$ cat src/sv/q2e_pkg.sv
// ============================================================================
// q2e_pkg
// Shared types and constants for the quaternion to Euler angle converter.
// ============================================================================
package q2e_pkg;

    typedef struct packed {
        logic signed [15:0] quat_w;
        logic signed [15:0] quat_x;
        logic signed [15:0] quat_y;
        logic signed [15:0] quat_z;
    } t_quat;

    typedef struct packed {
        logic signed [15:0] roll_angle;
        logic signed [15:0] pitch_angle;
        logic signed [15:0] yaw_angle;
    } t_euler;

    localparam int WORK_BITS  = 30;
    localparam int WW         = 48;   // working width of terms and CORDIC vectors
    localparam int ACC_W      = 33;   // angle accumulator, 2^31 per pi
    localparam int ANG_W      = 17;   // rounded angle before wrap / clamp
    localparam int SQRT_STEPS = 31;
    localparam int ROOT_W     = 31;
    localparam int REM_W      = 62;
    localparam int LAT_FIXED  = 38;   // latency minus CORDIC stage count
    localparam int TAB_LEN    = 24;

    localparam logic signed [ACC_W-1:0] ACC_QTR   = 33'sd1073741824;
    localparam logic signed [ANG_W-1:0] PITCH_MAX = 17'sd16384;

    localparam logic signed [ACC_W-1:0] ATAN_TAB [TAB_LEN] = '{
        33'sd536870912, 33'sd316933406, 33'sd167458907, 33'sd85004756,
        33'sd42667331,  33'sd21354465,  33'sd10680862,  33'sd5340245,
        33'sd2670163,   33'sd1335087,   33'sd667544,    33'sd333772,
        33'sd166886,    33'sd83443,     33'sd41722,     33'sd20861,
        33'sd10430,     33'sd5215,      33'sd2608,      33'sd1304,
        33'sd652,       33'sd326,       33'sd163,       33'sd81
    };

endpackage

$ cat src/sv/q2e_sqrt.sv
// ============================================================================
// q2e_sqrt
// Pipelined floor integer square root, one result bit per stage.
// ============================================================================
module q2e_sqrt #(
    parameter int SIDE_W = 33
) (
    input  logic                       i_clk,
    input  logic                       i_rst_n,
    input  logic                       i_valid,
    input  logic [q2e_pkg::REM_W-1:0]  i_rem,
    input  logic [SIDE_W-1:0]          i_side,
    output logic                       o_valid,
    output logic [q2e_pkg::ROOT_W-1:0] o_root,
    output logic [SIDE_W-1:0]          o_side
);
    import q2e_pkg::*;

    logic [REM_W-1:0]      r_n    [SQRT_STEPS];
    logic [REM_W-1:0]      r_res  [SQRT_STEPS];
    logic [SIDE_W-1:0]     r_side [SQRT_STEPS];
    logic [SQRT_STEPS-1:0] r_vld;
    logic [REM_W-1:0]      n_n    [SQRT_STEPS];
    logic [REM_W-1:0]      n_res  [SQRT_STEPS];

    always_comb begin
        logic [REM_W-1:0] a_n;
        logic [REM_W-1:0] a_res;
        logic [REM_W-1:0] t;
        logic [REM_W-1:0] b;
        for (int k = 0; k < SQRT_STEPS; k++) begin
            a_n   = (k == 0) ? i_rem : r_n[(k == 0) ? 0 : k - 1];
            a_res = (k == 0) ? '0 : r_res[(k == 0) ? 0 : k - 1];
            b     = REM_W'(1) << (2 * (SQRT_STEPS - 1 - k));
            t     = a_res + b;
            if (a_n >= t) begin
                n_n[k]   = a_n - t;
                n_res[k] = (a_res >> 1) + b;
            end else begin
                n_n[k]   = a_n;
                n_res[k] = a_res >> 1;
            end
        end
    end

    always_ff @(posedge i_clk) begin
        for (int k = 0; k < SQRT_STEPS; k++) begin
            r_n[k]    <= n_n[k];
            r_res[k]  <= n_res[k];
            r_side[k] <= (k == 0) ? i_side : r_side[(k == 0) ? 0 : k - 1];
        end
    end

    always_ff @(posedge i_clk) begin
        if (!i_rst_n) begin
            r_vld <= '0;
        end else begin
            r_vld <= {r_vld[SQRT_STEPS-2:0], i_valid};
        end
    end

    assign o_valid = r_vld[SQRT_STEPS-1];
    assign o_root  = r_res[SQRT_STEPS-1][ROOT_W-1:0];
    assign o_side  = r_side[SQRT_STEPS-1];

endmodule

$ cat config.mk
export PLATFORM = sky130hd
export DESIGN_NAME = q2e_sqrt
export DESIGN_NICKNAME = d
export VERILOG_FILES = /design/src/sv/q2e_pkg.sv /design/src/sv/q2e_sqrt.sv
export SDC_FILE = /design/constraint.sdc
export NUM_CORES = 2
export LEC_CHECK = 0
export BUFFER_PORTS_ARGS = -buffer_cell sky130_fd_sc_hd__buf_2
export CORE_MARGIN = 4
export CORE_UTILIZATION = 55
export DETAILED_ROUTE_END_ITERATION = 12
export PLACE_DENSITY = 0.75
export SETUP_SLACK_MARGIN = 0.05
export SYNTH_ARGS = -nofsm -noshare
export SYNTH_HDL_FRONTEND = slang
export SYNTH_MEMORY_MAX_BITS = 65536
export SYNTH_SLANG_ARGS = --single-unit
$ cat constraint.sdc
create_clock -name i_clk -period 7.8 [get_ports i_clk]
set_input_delay 0.78 -clock i_clk [delete_from_list [all_inputs] [get_ports i_clk]]
set_output_delay 0.78 -clock i_clk [all_outputs]
set_load 0.01 [all_outputs]
## Word level (Yosys, flattened, before mapping)

Memory sizes are Yosys's and may differ from the RTL's.
Index checks and enable logic that the tools add are counted.

| word-level totals | value |
|---|---|
| output and inout port bits | 65 |
| latch bits | 0 |
| word-level logic and storage cells | 188 |
| register bits | 31 |
| memories kept | 3 |
| input bits | 98 |
| RAM bits | 4867 |
| bits in read-only memories | 0 |

| operators by class | value |
|---|---|
| divide/modulo/power cells | 0 |
| bitwise operators | 0 |
| order comparisons | 31 |
| multiplexer cells | 62 |
| multipliers | 0 |
| add/subtract/negate cells | 91 |
| eq/ne operators | 0 |
| shift operators | 0 |
| reductions and logical operators | 0 |

Memory list:

| memory | depth | width | rd ports | clocked after memory_dff | write ports | line | RTL |
|---|---|---|---|---|---|---|---|
| r_n | 31 | 62 | 30 | 0 | 31 | q2e_sqrt.sv:19 | `logic [REM_W-1:0] r_n [SQRT_STEPS];` |
| r_res | 31 | 62 | 31 | 0 | 31 | q2e_sqrt.sv:20 | `logic [REM_W-1:0] r_res [SQRT_STEPS];` |
| r_side | 31 | 33 | 31 | 0 | 31 | q2e_sqrt.sv:21 | `logic [SIDE_W-1:0] r_side [SQRT_STEPS];` |

Operators by type and width:

| cell | number |
|---|---|
| two-way mux 62 bit | 61 |
| greater-or-equal comparator 62 bit | 30 |
| subtractor 62 bit | 30 |
| adder 61 x 1 -> 62 bit (second input constant) | 1 |
| adder 61 x 11 -> 62 bit (second input constant) | 1 |
| adder 61 x 13 -> 62 bit (second input constant) | 1 |
| adder 61 x 15 -> 62 bit (second input constant) | 1 |
| adder 61 x 17 -> 62 bit (second input constant) | 1 |
| adder 61 x 19 -> 62 bit (second input constant) | 1 |
| adder 61 x 21 -> 62 bit (second input constant) | 1 |
| adder 61 x 23 -> 62 bit (second input constant) | 1 |
| adder 61 x 25 -> 62 bit (second input constant) | 1 |
| adder 61 x 27 -> 62 bit (second input constant) | 1 |
| adder 61 x 29 -> 62 bit (second input constant) | 1 |
| adder 61 x 3 -> 62 bit (second input constant) | 1 |
| adder 61 x 31 -> 62 bit (second input constant) | 1 |
| adder 61 x 33 -> 62 bit (second input constant) | 1 |
| adder 61 x 35 -> 62 bit (second input constant) | 1 |
| adder 61 x 37 -> 62 bit (second input constant) | 1 |
| adder 61 x 39 -> 62 bit (second input constant) | 1 |
| adder 61 x 41 -> 62 bit (second input constant) | 1 |
| adder 61 x 43 -> 62 bit (second input constant) | 1 |
| adder 61 x 45 -> 62 bit (second input constant) | 1 |
| adder 61 x 47 -> 62 bit (second input constant) | 1 |
| 42 further kinds | 42 |

## Logic depth before layout (Yosys ltp)

An unclocked memory read counts as a cell.

| depth | value |
|---|---|
| depth in word-level cells | 4 |
| depth in mapped cells | 15 |
| depth with buffers taken out | 13 |

## Worst setup path after synthesis

OpenSTA, ideal clock, no wires.

| path | value |
|---|---|
| path type | flip-flop to flip-flop |
| start | mem r_res[14][46], in the netlist r_res[0][914] |
| end | mem r_n[15][41], in the netlist r_n[0][971] |
| path buffers | 1 |
| arrival | 3.289 ns |
| setup slack | 4.388 ns |
| library setup time | 0.123 ns |
| period minus slack after synthesis | 3.412 ns |
| stages on the path, launching flop included | 11 |
| cell sequence | dfxtp_1 inv_1 ha_1 or3_4 or4_4 or3_1 or3_1 or3_4 a221oi_4 buf_6 mux2_1 |

RTL lines:

| element | line |
|---|---|
| from (decl) | q2e_sqrt.sv:20 |
| to (decl) | q2e_sqrt.sv:19 |

==> flow_metrics.env <==
export IMPL_drtIter0Drc=4517
export IMPL_fin_skew_ps=97.8
export IMPL_synth_seq_cells=3410
export IMPL_syn_area_um2=111000
export IMPL_fin_cells=13500
export IMPL_rows=164
export IMPL_postSynth_asyncResetShare=0
export IMPL_pre_cts_slack_ps=3450
export IMPL_timing_slew_headroom=0.144
export IMPL_status="finished, final reports clean"
export IMPL_die_w_um=457
export IMPL_syn_nets=10800
export IMPL_cp_data_required_time_ps=8640
export IMPL_first_pass_iters=6
export IMPL_period_minus_slack_ps=4550
export IMPL_hold_violations=0
export IMPL_worstPathMaxFanout=60
export IMPL_track_usage=0.257
export IMPL_dieArea_um2=209000
export IMPL_synth_edff_count=0
export IMPL_start_kind="register"
export IMPL_r2r_end="r_n[1][737]"
export IMPL_ys_flop_type="dfxtp_1"
export IMPL_hold_start="i_valid"
export IMPL_wl_um=275000
export IMPL_start_util=0.554
export IMPL_worstSkewPairLatency_ps=980
export IMPL_dpl_cell_area_um2=115000
export IMPL_place_inst=12800
export IMPL_cts_setup_buffers=0
export IMPL_nFillCells=15400
export IMPL_critical_path_top_delay_family="compound AO/OA/AOI/OAI gates"
export IMPL_coreArea_um2=200000
export IMPL_die_h_um=457
export IMPL_timing_fmax_mhz=220
export IMPL_grt_pass1_vias=74300
export IMPL_pin_count=163
export IMPL_cts_path_max_buffers=4
export IMPL_final_cell_area_um2=127000
export IMPL_crit_buf_inv=3
export IMPL_clk_pin_slew_worst_paths_ps=60
export IMPL_areaGrowthSynthToFinish_pct=14.4
export IMPL_leakage_nw=56.5
export IMPL_holdCritPathClass="input port to register"
export IMPL_via_per_inst=5.42
export IMPL_path_cells="inv_1 > ha_1 > o21ai_0 > a21oi_1 > o21ai_0 > o21ai_0 > a21oi_1 > buf_4 > o31ai_4 > buf_4 > nand4_1 > nor4_1 > xor2_1"
export IMPL_synth_cells=10100
export IMPL_cp_slowest_cell="o21ai_0"
export IMPL_h_tree_depth=5
export IMPL_holdPathStages=2
export IMPL_path_class="register to register"
export IMPL_final_antenna_net_count=0
export IMPL_synth_seq_area_share=0.615
export IMPL_grt_antenna_before_repair=15
export IMPL_root_buffer="clkbuf_16"
export IMPL_port_buffers=162
export IMPL_max_slew_worst_pin_slew_ps=1280
export IMPL_finalCritPeriodShare=0.584
export IMPL_cpMostUsedCell="o21ai_0"
export IMPL_post_route_drc_count=0
export IMPL_critPathMaxStageDelay_ps=750
export IMPL_end_kind="register"
export IMPL_worst_slack_ps=3250
export IMPL_p_per_area_nw_per_um2=387
export IMPL_rsz0062_at_grt="no"
export IMPL_reg2regPathDepth=13
export IMPL_clock_sinks=3410
export IMPL_setup_viol=0
export IMPL_maxCapViolCount=0
export IMPL_reg2reg_from="r_res[1][629]"
export IMPL_syn_mean_instance_area_um2=10.9
export IMPL_yosysWarnings=0
export IMPL_cts_tree="built"
export IMPL_wl_per_cell_um=20.4
export IMPL_setup_tns_ps=0
export IMPL_grt_max_degree=61
export IMPL_nNetsFinal=11200
export IMPL_grt_ovfl_total=0
export IMPL_via_count=73300
export IMPL_r2r_slack_ps=3250
export IMPL_drive_gt1_frac=0.0831
export IMPL_vdd_ir_drop_max_mv=0.274
export IMPL_total_power_w=0.0491
export IMPL_routabilityCongestion=0.992
export IMPL_cts_buffers_inserted=333
export IMPL_holdPathEnd="r_vld[0]"
export IMPL_dp_hpwl_um=206000
export IMPL_arrival_ps=5390
export IMPL_grt_pass1_wl_um=420000
export IMPL_ys_types=92
export IMPL_slew_violations=0
## cells in the mapped netlist (all sizes together) (156+ instances only)
cell type / instances / area share
a21oi: 574 / 0.026
clkbuf: 165 / 0.0056
dfxtp: 3410 / 0.62
ha: 525 / 0.059
inv: 652 / 0.022
nand2: 577 / 0.020
nand3: 157 / 0.0071
nand4: 156 / 0.0088
nor2: 623 / 0.021
nor3: 266 / 0.012
nor4: 324 / 0.018
o21ai: 427 / 0.019
xnor2: 449 / 0.035
xor2: 375 / 0.030
## registers in the layout (all words and copies together) (netlist names)
name    count
r_n      1860
r_res     496
r_side   1023
r_vld      31
## logic make-up (layout without fill, tap and decap cells)
family | after synthesis | count (layout) | share of synthesized area
multiplexers | 85 | 85 | 0.00856
adder cells (fa/ha/maj) | 525 | 525 | 0.0592
XOR/XNOR | 824 | 824 | 0.0650
other | 0 | 36 | 0
buffers and inverters | 842 | 1520 | 0.0289
AO/OA/AOI/OAI | 1685 | 1685 | 0.0940
AND/OR/NAND/NOR | 2773 | 2773 | 0.129
flip-flops | 3410 | 3410 | 0.615
## worst max path at each step
| stage | from | to | slack [ps] | cells after the start |
|---|---|---|---|---|
| finish | r_res[1][629] | r_n[1][737] | 3250 | 13 |
| global route | r_res[1][629] | r_n[1][737] | 2940 | 13 |
| floorplan | r_res[0][914] | r_n[0][971] | 4390 | 10 |
| CTS | r_res[1][629] | r_n[1][739] | 3330 | 13 |
| global placement | r_res[1][629] | r_n[1][739] | 3450 | 13 |
| detailed placement | r_n[1][626] | r_n[1][739] | 3450 | 13 |
## area by class of cell
cell class / count / area (µm²) / share of cell area
Clock buffer: 438 / 9320 / 0.0734
Inverter: 652 / 2450 / 0.0193
Clock inverter: 142 / 1880 / 0.0148
Sequential cell: 3410 / 68300 / 0.538
Tap cell: 2656 / 3320 / 0.0262
Multi-Input combinational cell: 5892 / 39600 / 0.312
Antenna cell: 36 / 90.1 / 0.000710
Timing Repair Buffer: 288 / 1990 / 0.0157
## stage by stage
stage	util	hold WS, ps
floorplan	-	310
global placement	0.573	309
detailed placement	0.573	312
CTS	0.633	11.1
global route	0.634	59.9
finish	0.634	93.0
## metal layers
metal,share of wire,GRT usage,up-vias
li1,-,-,35900
met1,0.38,0.274,34400
met2,0.50,0.463,2196
met3,0.050,0.0459,802
met4,0.075,0.170,10
met5,0.00028,0,-
## what timing repair did
item                                    4_1_cts  5_1_grt
endpoints found under the setup margin        0        0
hold endpoints to repair                     93        0
hold buffers                                 93        0
gates resized for setup                       0        0
## layout by cell type (no fill, tap or decap), types with 33 or more instances in the layout
cell type and instances:
a21oi_1 574, nor3_1 266, diode_2 36, a21o_1 152, inv_1 652, o21a_1 98, nand2_1 576, bufinv_16 37
or2_2 37, o211ai_1 34, or4_1 72, nand3b_1 33, o31ai_1 41, mux2_2 77, clkbuf_1 47, nand4_1 156
and3_1 50, nor4b_1 41, xor2_1 375, o21bai_1 57, xnor2_1 449, and2_1 60, clkbuf_16 334, o21ai_0 419
clkbuf_8 57, nand2b_1 102, nor2_1 620, buf_2 162, a31oi_1 42, clkinv_2 46, or3_1 102, nor2b_1 78
dfxtp_1 3410, ha_1 525, nand3_1 157, buf_4 33, dlygate4sd3_1 93, a211oi_1 41, nor4_1 321
## where the power goes
group	switching [W]	total [W]	internal (W)	leakage (nW)
Combinational	0.00549	0.00965	0.00416	22.4
Clock	0.00658	0.0162	0.00967	5.45
Sequential	0.00279	0.0232	0.0204	28.6
Total	0.0149	0.0491	0.0343	56.5
Note: power is estimated with default switching activity, not from simulation.
